**config.mk**
```make
export PLATFORM = sky130hd
export DESIGN_NAME = script_lexer_core
export DESIGN_NICKNAME = d
export VERILOG_FILES = /design/src/sv/slex_pkg.sv /design/src/sv/slex_step.sv /design/src/sv/slex_obuf.sv /design/src/sv/script_lexer_core.sv
export SDC_FILE = /design/constraint.sdc
export NUM_CORES = 1
export LEC_CHECK = 0
export ABC_AREA = 0
export BUFFER_PORTS_ARGS = -buffer_cell sky130_fd_sc_hd__buf_2
export CORE_ASPECT_RATIO = 1.4
export CORE_MARGIN = 4
export CORE_UTILIZATION = 30
export CTS_BUF_LIST = sky130_fd_sc_hd__clkbuf_8
export CTS_CLUSTER_DIAMETER = 200
export DETAILED_ROUTE_END_ITERATION = 6
export PLACE_DENSITY = 0.44
export SLEW_MARGIN = 20
export SYNTH_ARGS = -nofsm -noshare
export SYNTH_HDL_FRONTEND = slang
export SYNTH_HIERARCHICAL = 1
export SYNTH_SLANG_ARGS = --single-unit
```
**constraint.sdc**
```tcl
create_clock -name clk_i -period 9.45 [get_ports clk_i]
set_input_delay 0.945 -clock clk_i [delete_from_list [all_inputs] [get_ports clk_i]]
set_output_delay 0.945 -clock clk_i [all_outputs]
set_load 0.01 [all_outputs]
```
**src/sv/slex_pkg.sv**
```systemverilog
// ----------------------------------------------------------------------------
// Script lexer package
// Shared types, character and token codes, and the per-character helper
// functions of the script lexer.
// ----------------------------------------------------------------------------
package slex_pkg;

  localparam int LINE_BITS = 16;
  localparam int CHAR_BITS = 8;
  localparam int KIND_BITS = 6;
  // Stream data widths, rounded up to whole bytes.
  localparam int S_DATA_W  = ((CHAR_BITS + LINE_BITS + 7) / 8) * 8;
  localparam int M_DATA_W  = ((CHAR_BITS + LINE_BITS + 7) / 8) * 8;
  localparam int M_USER_W  = 1 + KIND_BITS;

  // Lexer modes.
  localparam logic [2:0] M_IDLE    = 3'd0;
  localparam logic [2:0] M_COMMENT = 3'd1;
  localparam logic [2:0] M_OPHELD  = 3'd2;
  localparam logic [2:0] M_NUM     = 3'd3;
  localparam logic [2:0] M_NUMBAD  = 3'd4;
  localparam logic [2:0] M_STR     = 3'd5;
  localparam logic [2:0] M_ESC     = 3'd6;
  localparam logic [2:0] M_WORD    = 3'd7;

  // Token kinds: operators first.
  localparam logic [5:0] OP_LBRACE = 6'd0;
  localparam logic [5:0] OP_RBRACE = 6'd1;
  localparam logic [5:0] OP_LPAREN = 6'd2;
  localparam logic [5:0] OP_RPAREN = 6'd3;
  localparam logic [5:0] OP_COMMA  = 6'd4;
  localparam logic [5:0] OP_SEMI   = 6'd5;
  localparam logic [5:0] OP_ASSIGN = 6'd6;
  localparam logic [5:0] OP_PLUS   = 6'd7;
  localparam logic [5:0] OP_MINUS  = 6'd8;
  localparam logic [5:0] OP_STAR   = 6'd9;
  localparam logic [5:0] OP_SLASH  = 6'd10;
  localparam logic [5:0] OP_PCT    = 6'd11;
  localparam logic [5:0] OP_AMP    = 6'd12;
  localparam logic [5:0] OP_BAR    = 6'd13;
  localparam logic [5:0] OP_BANG   = 6'd14;
  localparam logic [5:0] OP_CARET  = 6'd15;
  localparam logic [5:0] OP_LT     = 6'd16;
  localparam logic [5:0] OP_GT     = 6'd17;
  localparam logic [5:0] OP_EQEQ   = 6'd18;
  localparam logic [5:0] OP_NE     = 6'd19;
  localparam logic [5:0] OP_SHL    = 6'd20;
  localparam logic [5:0] OP_SHR    = 6'd21;
  localparam logic [5:0] OP_GE     = 6'd22;
  localparam logic [5:0] OP_LE     = 6'd23;
  localparam logic [5:0] OP_LAND   = 6'd24;
  localparam logic [5:0] OP_LOR    = 6'd25;
  localparam logic [5:0] K_INT     = 6'd26;
  localparam logic [5:0] K_FLOAT   = 6'd27;
  localparam logic [5:0] K_STRING  = 6'd28;
  localparam logic [5:0] K_BOOL    = 6'd29;
  localparam logic [5:0] K_WORD    = 6'd30;
  localparam logic [5:0] K_NULL    = 6'd31;
  localparam logic [5:0] K_NUMERR  = 6'd32;
  localparam logic [5:0] K_UNTERM  = 6'd33;

  // Characters with a special role.
  localparam logic [7:0] CH_NUL    = 8'h00;
  localparam logic [7:0] CH_TAB    = 8'h09;
  localparam logic [7:0] CH_LF     = 8'h0A;
  localparam logic [7:0] CH_SPACE  = 8'h20;
  localparam logic [7:0] CH_DQUOTE = 8'h22;
  localparam logic [7:0] CH_HASH   = 8'h23;
  localparam logic [7:0] CH_SQUOTE = 8'h27;
  localparam logic [7:0] CH_MINUS  = 8'h2D;
  localparam logic [7:0] CH_DOT    = 8'h2E;
  localparam logic [7:0] CH_BSLASH = 8'h5C;
  localparam logic [7:0] CH_N      = 8'h6E;
  localparam logic [7:0] CH_T      = 8'h74;
  localparam logic [7:0] CH_X      = 8'h78;

  typedef struct packed {
    logic [CHAR_BITS-1:0] chr;
    logic                 cvalid;
    logic                 last;
    logic [KIND_BITS-1:0] kind;
    logic [LINE_BITS-1:0] line;
  } slex_res_t;

  typedef struct packed {
    logic [2:0]           mode;
    logic [CHAR_BITS-1:0] held;
    logic [LINE_BITS-1:0] start_line;
    logic                 dot;
    logic [2:0]           wcount;
    logic [1:0]           kmatch;   // bit 0: may be true, bit 1: may be false
  } slex_state_t;

  // Results of one character, first result in entry 0.
  typedef struct packed {
    logic [1:0]           cnt;
    slex_res_t [2:0]      res;
  } slex_batch_t;

  typedef struct packed {
    logic        emit;
    slex_res_t   res;
    slex_state_t st;
  } slex_begin_t;

  function automatic slex_res_t mk_res(logic [7:0] ch, logic cv, logic last,
                                       logic [5:0] kind, logic [LINE_BITS-1:0] line);
    slex_res_t r;
    r.chr    = ch;
    r.cvalid = cv;
    r.last   = last;
    r.kind   = last ? kind : '0;
    r.line   = line;
    return r;
  endfunction

  // Returns {hit, code}.
  function automatic logic [6:0] single_code(logic [7:0] c);
    logic [6:0] r;
    r = '0;
    case (c)
      8'h7B: r = {1'b1, OP_LBRACE};
      8'h7D: r = {1'b1, OP_RBRACE};
      8'h28: r = {1'b1, OP_LPAREN};
      8'h29: r = {1'b1, OP_RPAREN};
      8'h2C: r = {1'b1, OP_COMMA};
      8'h3B: r = {1'b1, OP_SEMI};
      8'h3D: r = {1'b1, OP_ASSIGN};
      8'h2B: r = {1'b1, OP_PLUS};
      8'h2D: r = {1'b1, OP_MINUS};
      8'h2A: r = {1'b1, OP_STAR};
      8'h2F: r = {1'b1, OP_SLASH};
      8'h25: r = {1'b1, OP_PCT};
      8'h26: r = {1'b1, OP_AMP};
      8'h7C: r = {1'b1, OP_BAR};
      8'h21: r = {1'b1, OP_BANG};
      8'h5E: r = {1'b1, OP_CARET};
      8'h3C: r = {1'b1, OP_LT};
      8'h3E: r = {1'b1, OP_GT};
      default: r = '0;
    endcase
    return r;
  endfunction

  // Returns {hit, code} for a two-character operator.
  function automatic logic [6:0] double_code(logic [7:0] a, logic [7:0] b);
    logic [6:0] r;
    r = '0;
    case ({a, b})
      16'h3D3D: r = {1'b1, OP_EQEQ};
      16'h213D: r = {1'b1, OP_NE};
      16'h3C3C: r = {1'b1, OP_SHL};
      16'h3E3E: r = {1'b1, OP_SHR};
      16'h3E3D: r = {1'b1, OP_GE};
      16'h3C3D: r = {1'b1, OP_LE};
      16'h2626: r = {1'b1, OP_LAND};
      16'h7C7C: r = {1'b1, OP_LOR};
      default:  r = '0;
    endcase
    return r;
  endfunction

  function automatic logic may_pair(logic [7:0] c);
    return (c == 8'h3D) || (c == 8'h21) || (c == 8'h3C) || (c == 8'h3E) ||
           (c == 8'h26) || (c == 8'h7C);
  endfunction

  function automatic logic is_space(logic [7:0] c);
    return (c == CH_SPACE) || (c == CH_TAB);
  endfunction

  function automatic logic is_numeric(logic [7:0] c);
    return ((c >= 8'h30) && (c <= 8'h39)) || (c == CH_MINUS) || (c == CH_X) ||
           (c == CH_DOT);
  endfunction

  // Returns {hit, replacement}.
  function automatic logic [8:0] escape_of(logic [7:0] c);
    logic [8:0] r;
    r = '0;
    case (c)
      CH_BSLASH: r = {1'b1, CH_BSLASH};
      CH_N:      r = {1'b1, CH_LF};
      CH_T:      r = {1'b1, CH_TAB};
      CH_DQUOTE: r = {1'b1, CH_DQUOTE};
      CH_SQUOTE: r = {1'b1, CH_SQUOTE};
      default:   r = '0;
    endcase
    return r;
  endfunction

  function automatic logic [7:0] kw_true_ch(logic [1:0] i);
    logic [7:0] r;
    case (i)
      2'd0:    r = 8'h74;  // t
      2'd1:    r = 8'h72;  // r
      2'd2:    r = 8'h75;  // u
      default: r = 8'h65;  // e
    endcase
    return r;
  endfunction

  function automatic logic [7:0] kw_false_ch(logic [2:0] i);
    logic [7:0] r;
    case (i)
      3'd0:    r = 8'h66;  // f
      3'd1:    r = 8'h61;  // a
      3'd2:    r = 8'h6C;  // l
      3'd3:    r = 8'h73;  // s
      default: r = 8'h65;  // e
    endcase
    return r;
  endfunction

  function automatic slex_state_t word_track(slex_state_t s, logic [7:0] c);
    slex_state_t n;
    n = s;
    if ((s.wcount >= 3'd4) || (kw_true_ch(s.wcount[1:0]) != c)) begin
      n.kmatch[0] = 1'b0;
    end
    if ((s.wcount >= 3'd5) ||
        (kw_false_ch((s.wcount < 3'd5) ? s.wcount : 3'd0) != c)) begin
      n.kmatch[1] = 1'b0;
    end
    if (s.wcount < 3'd7) begin
      n.wcount = s.wcount + 3'd1;
    end
    return n;
  endfunction

  function automatic logic [5:0] word_kind(slex_state_t s);
    if ((s.kmatch[0] && (s.wcount == 3'd4)) || (s.kmatch[1] && (s.wcount == 3'd5))) begin
      return K_BOOL;
    end
    return K_WORD;
  endfunction

  function automatic slex_state_t go_idle(slex_state_t s);
    slex_state_t n;
    n        = s;
    n.mode   = M_IDLE;
    n.held   = '0;
    n.dot    = 1'b0;
    n.wcount = '0;
    n.kmatch = 2'b11;
    return n;
  endfunction

  // Handles a character seen at a token boundary.
  function automatic slex_begin_t begin_tok(slex_state_t s, logic [7:0] c, logic le,
                                            logic [LINE_BITS-1:0] line);
    slex_begin_t b;
    logic [6:0]  sc;
    b.emit = 1'b0;
    b.res  = '0;
    b.st   = s;
    sc     = single_code(c);
    if (c == CH_NUL) begin
      b.emit          = 1'b1;
      b.res           = mk_res(CH_NUL, 1'b0, 1'b1, K_NULL, '1);
      b.st            = go_idle(s);
      b.st.start_line = '0;
    end else if (is_space(c)) begin
      b.st = s;
    end else if (c == CH_HASH) begin
      if (!le) begin
        b.st.mode = M_COMMENT;
      end
    end else begin
      b.st.start_line = line;
      if (sc[6]) begin
        if (may_pair(c)) begin
          b.st.mode = M_OPHELD;
          b.st.held = c;
        end else begin
          b.emit = 1'b1;
          b.res  = mk_res(c, 1'b1, 1'b1, sc[5:0], line);
        end
      end else if (is_numeric(c)) begin
        b.st.mode = M_NUM;
        b.st.dot  = (c == CH_DOT);
        b.emit    = 1'b1;
        b.res     = mk_res(c, 1'b1, 1'b0, '0, line);
      end else if ((c == CH_DQUOTE) || (c == CH_SQUOTE)) begin
        b.st.mode = M_STR;
        b.st.held = c;
      end else begin
        b.st.mode   = M_WORD;
        b.st.wcount = '0;
        b.st.kmatch = 2'b11;
        b.st        = word_track(b.st, c);
        b.emit      = 1'b1;
        b.res       = mk_res(c, 1'b1, 1'b0, '0, line);
      end
    end
    return b;
  endfunction

endpackage

```
**src/sv/slex_step.sv**
```systemverilog
// ----------------------------------------------------------------------------
// Script lexer step
// Holds the lexer state and works out, for one character, the next state and
// the up to three result items that the character produces.
// ----------------------------------------------------------------------------
module slex_step
  import slex_pkg::*;
(
  input  logic                 clk_i,
  input  logic                 rst_ni,
  input  logic                 take_i,
  input  logic [7:0]           char_code_i,
  input  logic                 line_end_i,
  input  logic                 source_end_i,
  input  logic [LINE_BITS-1:0] line_number_i,
  output slex_batch_t          batch_o
);

  slex_state_t     state_q, state_d;
  slex_res_t [2:0] r;
  logic [1:0]      n;
  slex_begin_t     bg;
  logic [6:0]      sc_held;
  logic [6:0]      sc_c;
  logic [6:0]      dc;
  logic [8:0]      esc;
  logic [7:0]      c;

  assign c       = char_code_i;
  assign sc_held = single_code(state_q.held);
  assign sc_c    = single_code(c);
  assign dc      = double_code(state_q.held, c);
  assign esc     = escape_of(c);

  always_comb begin
    state_d = state_q;
    r       = '0;
    n       = '0;
    bg      = '0;
    if (source_end_i) begin
      // Close whatever token is open, then send the null token.
      unique case (state_q.mode)
        M_OPHELD: begin
          r[n] = mk_res(state_q.held, 1'b1, 1'b1, sc_held[5:0], state_q.start_line);
          n    = n + 2'd1;
        end
        M_NUM: begin
          r[n] = mk_res(CH_NUL, 1'b0, 1'b1, state_q.dot ? K_FLOAT : K_INT,
                        state_q.start_line);
          n    = n + 2'd1;
        end
        M_NUMBAD: begin
          r[n] = mk_res(CH_NUL, 1'b0, 1'b1, K_NUMERR, state_q.start_line);
          n    = n + 2'd1;
        end
        M_ESC: begin
          r[n] = mk_res(CH_BSLASH, 1'b1, 1'b0, '0, state_q.start_line);
          n    = n + 2'd1;
          r[n] = mk_res(CH_NUL, 1'b0, 1'b1, K_UNTERM, state_q.start_line);
          n    = n + 2'd1;
        end
        M_STR: begin
          r[n] = mk_res(CH_NUL, 1'b0, 1'b1, K_UNTERM, state_q.start_line);
          n    = n + 2'd1;
        end
        M_WORD: begin
          r[n] = mk_res(CH_NUL, 1'b0, 1'b1, word_kind(state_q), state_q.start_line);
          n    = n + 2'd1;
        end
        default: begin
          n = n;
        end
      endcase
      r[n]               = mk_res(CH_NUL, 1'b0, 1'b1, K_NULL, '1);
      n                  = n + 2'd1;
      state_d            = go_idle(state_q);
      state_d.start_line = '0;
    end else begin
      unique case (state_q.mode)
        M_IDLE: begin
          bg = begin_tok(state_q, c, line_end_i, line_number_i);
          if (bg.emit) begin
            r[n] = bg.res;
            n    = n + 2'd1;
          end
          state_d = bg.st;
        end
        M_COMMENT: begin
          if (line_end_i) begin
            state_d.mode = M_IDLE;
          end
        end
        M_OPHELD: begin
          if (dc[6]) begin
            r[n]    = mk_res(state_q.held, 1'b1, 1'b0, '0, state_q.start_line);
            n       = n + 2'd1;
            r[n]    = mk_res(c, 1'b1, 1'b1, dc[5:0], state_q.start_line);
            n       = n + 2'd1;
            state_d = go_idle(state_q);
          end else begin
            r[n] = mk_res(state_q.held, 1'b1, 1'b1, sc_held[5:0], state_q.start_line);
            n    = n + 2'd1;
            bg   = begin_tok(go_idle(state_q), c, line_end_i, line_number_i);
            if (bg.emit) begin
              r[n] = bg.res;
              n    = n + 2'd1;
            end
            state_d = bg.st;
          end
        end
        M_NUM, M_NUMBAD: begin
          if (is_numeric(c)) begin
            if (c == CH_DOT) begin
              if (state_q.dot) begin
                state_d.mode = M_NUMBAD;
              end
              state_d.dot = 1'b1;
            end
            r[n] = mk_res(c, 1'b1, 1'b0, '0, state_q.start_line);
            n    = n + 2'd1;
          end else begin
            r[n] = mk_res(CH_NUL, 1'b0, 1'b1,
                          (state_q.mode == M_NUMBAD) ? K_NUMERR :
                          (state_q.dot ? K_FLOAT : K_INT), state_q.start_line);
            n    = n + 2'd1;
            bg   = begin_tok(go_idle(state_q), c, line_end_i, line_number_i);
            if (bg.emit) begin
              r[n] = bg.res;
              n    = n + 2'd1;
            end
            state_d = bg.st;
          end
        end
        M_STR, M_ESC: begin
          state_d.mode = M_STR;
          if ((state_q.mode == M_ESC) && esc[8]) begin
            r[n] = mk_res(esc[7:0], 1'b1, 1'b0, '0, state_q.start_line);
            n    = n + 2'd1;
          end else begin
            // A backslash that escapes nothing is kept as text.
            if (state_q.mode == M_ESC) begin
              r[n] = mk_res(CH_BSLASH, 1'b1, 1'b0, '0, state_q.start_line);
              n    = n + 2'd1;
            end
            if (c == state_q.held) begin
              r[n]    = mk_res(CH_NUL, 1'b0, 1'b1, K_STRING, state_q.start_line);
              n       = n + 2'd1;
              state_d = go_idle(state_q);
            end else if (c == CH_BSLASH) begin
              state_d.mode = M_ESC;
            end else begin
              r[n] = mk_res(c, 1'b1, 1'b0, '0, state_q.start_line);
              n    = n + 2'd1;
            end
          end
        end
        default: begin
          // Inside a word.
          if (is_space(c) || (c == CH_HASH) || (c == CH_NUL) || sc_c[6]) begin
            r[n] = mk_res(CH_NUL, 1'b0, 1'b1, word_kind(state_q), state_q.start_line);
            n    = n + 2'd1;
            bg   = begin_tok(go_idle(state_q), c, line_end_i, line_number_i);
            if (bg.emit) begin
              r[n] = bg.res;
              n    = n + 2'd1;
            end
            state_d = bg.st;
          end else begin
            state_d = word_track(state_q, c);
            r[n]    = mk_res(c, 1'b1, 1'b0, '0, state_q.start_line);
            n       = n + 2'd1;
          end
        end
      endcase
    end
  end

  assign batch_o.cnt = n;
  assign batch_o.res = r;

  always_ff @(posedge clk_i or negedge rst_ni) begin
    if (!rst_ni) begin
      state_q <= '{mode: M_IDLE, held: '0, start_line: '0, dot: 1'b0, wcount: '0,
                   kmatch: 2'b11};
    end else if (take_i) begin
      state_q <= state_d;
    end
  end

endmodule

```
**src/sv/slex_obuf.sv**
```systemverilog
// ----------------------------------------------------------------------------
// Script lexer result buffer
// Holds the results of one character and hands them out one per transaction.
// ----------------------------------------------------------------------------
module slex_obuf
  import slex_pkg::*;
(
  input  logic        clk_i,
  input  logic        rst_ni,
  input  logic        load_i,
  input  slex_batch_t batch_i,
  input  logic        pop_ready_i,
  output logic        can_load_o,
  output logic        head_valid_o,
  output slex_res_t   head_o
);

  slex_res_t [2:0] slot_q, slot_d;
  logic [1:0]      cnt_q, cnt_d;
  logic            pop;

  assign head_valid_o = (cnt_q != 2'd0);
  assign head_o       = slot_q[0];
  assign pop          = head_valid_o && pop_ready_i;
  // A new batch may come in once the last waiting result leaves this cycle.
  assign can_load_o   = (cnt_q == 2'd0) || ((cnt_q == 2'd1) && pop_ready_i);

  always_comb begin
    slot_d = slot_q;
    cnt_d  = cnt_q;
    if (load_i) begin
      slot_d = batch_i.res;
      cnt_d  = batch_i.cnt;
    end else if (pop) begin
      slot_d[0] = slot_q[1];
      slot_d[1] = slot_q[2];
      cnt_d     = cnt_q - 2'd1;
    end
  end

  always_ff @(posedge clk_i or negedge rst_ni) begin
    if (!rst_ni) begin
      cnt_q <= '0;
    end else begin
      cnt_q <= cnt_d;
    end
  end

  always_ff @(posedge clk_i) begin
    slot_q <= slot_d;
  end

endmodule

```
**src/sv/script_lexer_core.sv**
```systemverilog
// ----------------------------------------------------------------------------
// Script lexer core
// Streaming lexer that turns source characters into token result items.
// ----------------------------------------------------------------------------
// Usage:
// The slave channel carries one source character per transaction, with its
// line number, a line-end mark on tlast and an end-of-source flag on tuser.
// The master channel carries one result item per transaction: a token
// character, its valid flag and the token kind, with tlast on the final
// item of each token.
// Each accepted character is handled in the cycle it arrives; its results
// (zero to three) sit in a result register and appear in the next cycle.
// Throughput is one character per cycle while each character yields at most
// one result and the receiver is ready. A character with more results holds
// the input while the result register drains them, one item per cycle.
// Reset returns the lexer to its idle state and empties the result register.
// When the receiver stalls, the waiting result holds steady; the input is
// still taken in the cycle in which the last waiting result leaves.
// ----------------------------------------------------------------------------
module script_lexer_core
  import slex_pkg::*;
(
  input  logic                clk_i,
  input  logic                rst_ni,
  input  logic                s_axis_tvalid_i,
  output logic                s_axis_tready_o,
  // Bits from low: char_code[7:0], line_number[LINE_BITS-1:0].
  input  logic [S_DATA_W-1:0] s_axis_tdata_i,
  // line_end: last character of its source line.
  input  logic                s_axis_tlast_i,
  // source_end: end of the source, no character carried.
  input  logic                s_axis_tuser_i,
  output logic                m_axis_tvalid_o,
  input  logic                m_axis_tready_i,
  // Bits from low: token_char[7:0], token_line[LINE_BITS-1:0].
  output logic [M_DATA_W-1:0] m_axis_tdata_o,
  // token_last: final result of a token.
  output logic                m_axis_tlast_o,
  // Bits from low: char_valid, token_kind[5:0].
  output logic [M_USER_W-1:0] m_axis_tuser_o
);

  logic        take;
  logic        can_load;
  slex_batch_t batch;
  slex_res_t   head;

  // A character transaction completes only when the buffer can take its batch.
  assign s_axis_tready_o = can_load;
  assign take            = s_axis_tvalid_i && can_load;

  slex_step u_step (
    .clk_i         (clk_i),
    .rst_ni        (rst_ni),
    .take_i        (take),
    .char_code_i   (s_axis_tdata_i[7:0]),
    .line_end_i    (s_axis_tlast_i),
    .source_end_i  (s_axis_tuser_i),
    .line_number_i (s_axis_tdata_i[CHAR_BITS +: LINE_BITS]),
    .batch_o       (batch)
  );

  slex_obuf u_obuf (
    .clk_i        (clk_i),
    .rst_ni       (rst_ni),
    .load_i       (take),
    .batch_i      (batch),
    .pop_ready_i  (m_axis_tready_i),
    .can_load_o   (can_load),
    .head_valid_o (m_axis_tvalid_o),
    .head_o       (head)
  );

  assign m_axis_tdata_o = M_DATA_W'({head.line, head.chr});
  assign m_axis_tlast_o = head.last;
  assign m_axis_tuser_o = {head.kind, head.cvalid};

endmodule

```
Yosys cells after proc, flatten, opt, wreduce, memory -nomap -nowiden
Cells that the tools add are included.
- register bits after elaboration: 131
- bits of input ports: 30
- output and inout bits: 34
- $add $sub $neg: 4
- magnitude comparators: 10
- equal/unequal tests: 106
- mux-type cells: 243
- bitwise logic cells: 3
- reduce and logical (&&, ||, !) cells: 51
- operator list (kind ; number):
    66-bit 2-to-1 mux ; 15
    33-bit 2-to-1 mux ; 21
    32-bit 2-to-1 mux ; 17
    8-bit 2-to-1 mux ; 64
    96-bit 2-to-1 mux ; 3
    8-bit by 6-bit == test with 1-bit output, second input constant ; 33
    64-bit 2-to-1 mux ; 4
    96-bit bitwise mux ; 2
    32-bit one-hot mux with 6 select lines ; 1
    44-bit 2-to-1 mux ; 4
    32-bit one-hot mux with 5 select lines ; 1
    30-bit 2-to-1 mux ; 5
    30-bit one-hot mux with 5 select lines ; 1
    32-bit demux with 2-bit select ; 2
    32-bit one-hot mux with 4 select lines ; 1
    7-bit one-hot mux with 18 select lines ; 1
    16-bit by 14-bit == test with 1-bit output, second input constant ; 7
    8-bit by 7-bit == test with 1-bit output, second input constant ; 12
    24-bit 2-to-1 mux ; 4
    5-bit one-hot mux with 18 select lines ; 1
    8-bit inequality test ; 10
    7-bit 2-to-1 mux ; 11
    36-bit 2-to-1 mux ; 2
    22-bit 2-to-1 mux ; 3
    62 further kinds ; 192

Depth between registers and ports, before layout
- depth after elaboration: 31
- gate-level depth with buffers: 14
- depth with buffers taken out: 11

Modules after synthesis
The synthesis kept the hierarchy.
- modules (own cells, without submodules) (module ; times used ; cells an instance ; area an instance (um^2)):
    slex_step ; 1 ; 828 ; 5756.8
    slex_obuf ; 1 ; 218 ; 4090.2
    script_lexer_core ; 1 ; 1 ; 6.3

Least setup slack after synthesis
OpenSTA, ideal clock, no wires.
- path kind: in2reg
- start: input m_axis_tready_i
- end: register u_obuf.slot_q, in the netlist u_obuf/head_o[0] (enable)
- library setup time: 0.394 ns
- data arrival time: 3.403 ns
- required time: 9.056 ns
- setup slack: 5.653 ns
- stages: 7
- path buffers: 3
- path through: nand2_1 nand2_1 and2_1 buf_6 buf_4 buf_6 or2_2
- word-level cells in the longest chain between the ends: 4
- elaborated cells between the ends (all ways): 5
- classes of those cells: reduce/logical (5)
- ends and longest elaborated chain (item ; RTL line ; RTL):
    start: declaration ; script_lexer_core.sv:34 ; input logic m_axis_tready_i,
    1-bit logical AND ; slex_obuf.sv:26 ; assign can_load_o = (cnt_q == 2'd0) || ((cnt_q == 2'd1) && pop_ready_i);
    1-bit logical OR ; slex_obuf.sv:26 ;
    via s_axis_tready_o ; script_lexer_core.sv:26 ; output logic s_axis_tready_o,
    1-bit logical AND ; script_lexer_core.sv:50 ; assign take = s_axis_tvalid_i && can_load;
    via take ; script_lexer_core.sv:43 ; logic take;
    2-bit nonzero test (no line) ; - ;
    end signal: assignment ; slex_obuf.sv:50 ; slot_q <= slot_d;
    end: declaration ; slex_obuf.sv:18 ; slex_res_t [2:0] slot_q, slot_d;
The timed path passes the listed nets, and every way through them passes these cells.
A chain may end at the register's enable or synchronous reset.

==> impl_metrics.ini <==
[pwr]
p_leak_nw = 3.80
vdd_ir_drop_max_mv = 0.110
total_power_mw = 2.92
powerDensity_mw_per_mm2 = 280

[floorplanning]
core_sq_mm = 0.0324
die_h_um = 222
die_width_um = 161
dieArea_sq_mm = 0.0358
start_util_pct = 30.4
io_pins = 64
floorplan.rows = 78

[final_layout]
fillCellCount = 3442
layout_common_cells = edfxtp_1, nand2_1, a21oi_1, buf_2, mux2_2
nNetsFinal = 1039
syn_to_final_growth_pct = 5.99
seq_area_sq_mm = 0.00376
mostFrequentLayoutCell = edfxtp_1
n_antenna_cell = 0
drive_gt1_share_pct = 20.8
multi_input_area_sq_mm = 0.00507

[drt]
top_layer = met4
wl_met2_um = 16900
wl_met3_um = 1720
final_antenna_net_count = 0
post_drt_via_cell_ratio = 5.69
dr.pass1.iters = 5
route.detailed.drc = 0
drtIter0Drc = 718
vias = 8269
wl_per_cell_um = 23.2
wl_met1_um = 13400
drt_wl_total_um = 33700

[setup_path]
crit_path_top_delay_cell = nor4b_2
cp.required_ns = 9.68
startpoint_type = input pin
path_class = in -> reg
crit_fanout = 18
cp_data_arrival_time_ns = 4.73
crit_chain = buf_2 -> nor4b_2 -> a31oi_1 -> nand4_1 -> o221ai_1 -> a41oi_1 -> o32ai_1 -> mux2_2
max_stage_delay_ns = 0.94
endpoint_kind = register

[sta]
fmax_mhz = 222
relSlewSlack_pct = 26.8
hold_violations = 0
clock_skew_ns = 0.0146
period_minus_slack_ns = 4.50
grt_setup_unrepaired = no
finalSetupViolations = 0
post-route-period-util_pct = 47.6
worst_pin_slew_ns = 1.10
tns_ns = 0
drv_slew = 0

[status]
status = complete, no violations

[synth]
syn_area_per_cell_sq_um = 9.41
post_synth_num_cell_types = 94
synth_edf_count = 96
ys_async_sr_fraction_pct = 26.7
synth_area_sq_mm = 0.00985
synthCells = 1047
ys_ff_latch = 131
synth-seq-area-share_pct = 38.2
ys.flop_type = edfxtp_1
yosysWarnings = 6

[cts]
clk_pin_slew_worst_paths_ns = 0.09
postCtsHoldBufs = 0
cts_sinks = 131
post_cts_buffers = 0
cts_tree = yes
cts-root-buf = clkbuf_8
htreeDepth = 4
clk_path_buf_depth = 2
cts_resized = 0
cts_buffers = 17
clkLatencyLatePin_ns = 0.47

[min_path]
hold_class = in -> async

[flow_run]
max_cap_violations = 0

[global_route]
grt_pass1_vias = 8223
grt_pass1_wl_um = 51300
grtUsageTotal_pct = 18.6
global_route.overflow_total = 0
grt_max_degree = 65
antenna_found_initial = 0

[placed_design]
finalWeightedCongestion = 0.909
place_hpwl_um = 23600
numPortBuffers = 63
[worst max-delay path: cells and delay by family]
family	cells	cell delay, ns
AO/OA/AOI/OAI	4	1.66
AND/OR/NAND/NOR	2	1.52
multiplexers	1	0.31
buffers and inverters	1	0.28
[sequential cells by signal (all words and copies together) (netlist names)]
signal,cells
u_obuf/cnt_q,2
u_obuf/head_o,32
u_obuf/slot_q,64
u_step/state_q,33
[cell usage after synthesis, types with 5 or more instances]
cell       count  area [sq um]
a211oi_1       6          45.0
a21o_1         8          60.1
a21oi_1       68           340
a221o_1       19           190
a221oi_1      18           158
a22o_1         6          52.6
a31oi_1       14          87.6
a32o_1        10           100
a32oi_1        5          43.8
and3_1        15          93.8
buf_2         23           115
buf_4         67           503
buf_6          7          78.8
clkbuf_1      50           188
dfrtp_1       33           826
edfxtp_1      96          2880
ha_1           8           100
inv_1         43           161
mux2_2        60           676
mux2_4         7           105
nand2_1       88           330
nand2b_1      20           125
nand3_1       30           150
nand4_1       14          87.6
nor2_1        46           173
nor2b_1       18           113
nor3_1        33           165
nor4_1         8          50.1
o2111ai_1      5          43.8
o211ai_1       7          52.6
o21ai_0       40           200
o22ai_1        6          37.5
o31ai_1        8          60.1
o32ai_1       18           158
or2_2          6          37.5
or3_1          7          43.8
or4_1          7          52.6
xnor2_1        7          61.3
xor2_1         7          61.3
[per-layer routing]
layer	up-vias	global-route usage [%]
met2	306	32.0
li1	3813	-
met3	81	3.25
met5	-	0
met4	0	9.31
met1	4069	22.2
[path summary, 6_finish.rpt]
kind | from | to | slack [ns] | cells after the start
hold / removal | rst_ni | u_step/state_q[3]$_DFFE_PN0P_ | 0.47 | 1
setup reg to reg | u_step/state_q[31]$_DFFE_PN0P_ | u_obuf/slot_q[41]$_DFFE_PP_ | 5.11 | 8
hold reg to reg | u_obuf/slot_q[90]$_DFFE_PP_ | u_obuf/slot_q[58]$_DFFE_PP_ | 0.55 | 1
max in group asynchronous | rst_ni | u_step/state_q[16]$_DFFE_PN0P_ | 8.56 | 1
min in group clk_i | u_obuf/slot_q[90]$_DFFE_PP_ | u_obuf/slot_q[58]$_DFFE_PP_ | 0.55 | 1
setup / recovery | s_axis_tdata_i[5] | u_obuf/head_o[31]$_DFFE_PP_ | 4.95 | 8
[report_power, final]
part           internal [mW]  leakage (nW)  switching [mW]
combinational          0.493          2.18           0.818
clock                  0.315         0.211           0.244
sequential             0.940          1.41           0.112
[per-stage QoR]
step | util, % | area (sq um) | instances | hold slack (ns) | setup slack, ns
floorplan | - | 9890 | 1056 | 0.522 | 5.65
global placement | 30.8 | 9980 | 1422 | 0.530 | 4.60
detailed placement | 30.8 | 9980 | 1422 | 0.534 | 4.63
CTS | 32.2 | 10400 | 1454 | 0.553 | 5.10
global route | 32.2 | 10400 | 1454 | 0.471 | 4.75
finish | 32.2 | 10400 | 1454 | 0.473 | 4.95
[logic make-up after synthesis]
kind of cell,after synthesis,share of synthesized area [%]
AO/OA/AOI/OAI,286,21.3
XOR/XNOR,14,1.24
adder cells (fa/ha/maj),8,1.02
buffers and inverters,198,10.9
flip-flops,131,38.2
multiplexers,70,8.23
other,1,0.0381
AND/OR/NAND/NOR,339,19.0
[layout make-up]
type,count,area share (%)
sequential,131,36.0
clock inverter,15,2.20
tap,440,5.27
timing repair buffer,77,4.05
multi-input combinational,727,48.5
clock buffer,17,2.24
inverter,47,1.69
Power figures use the tool's default switching activity.
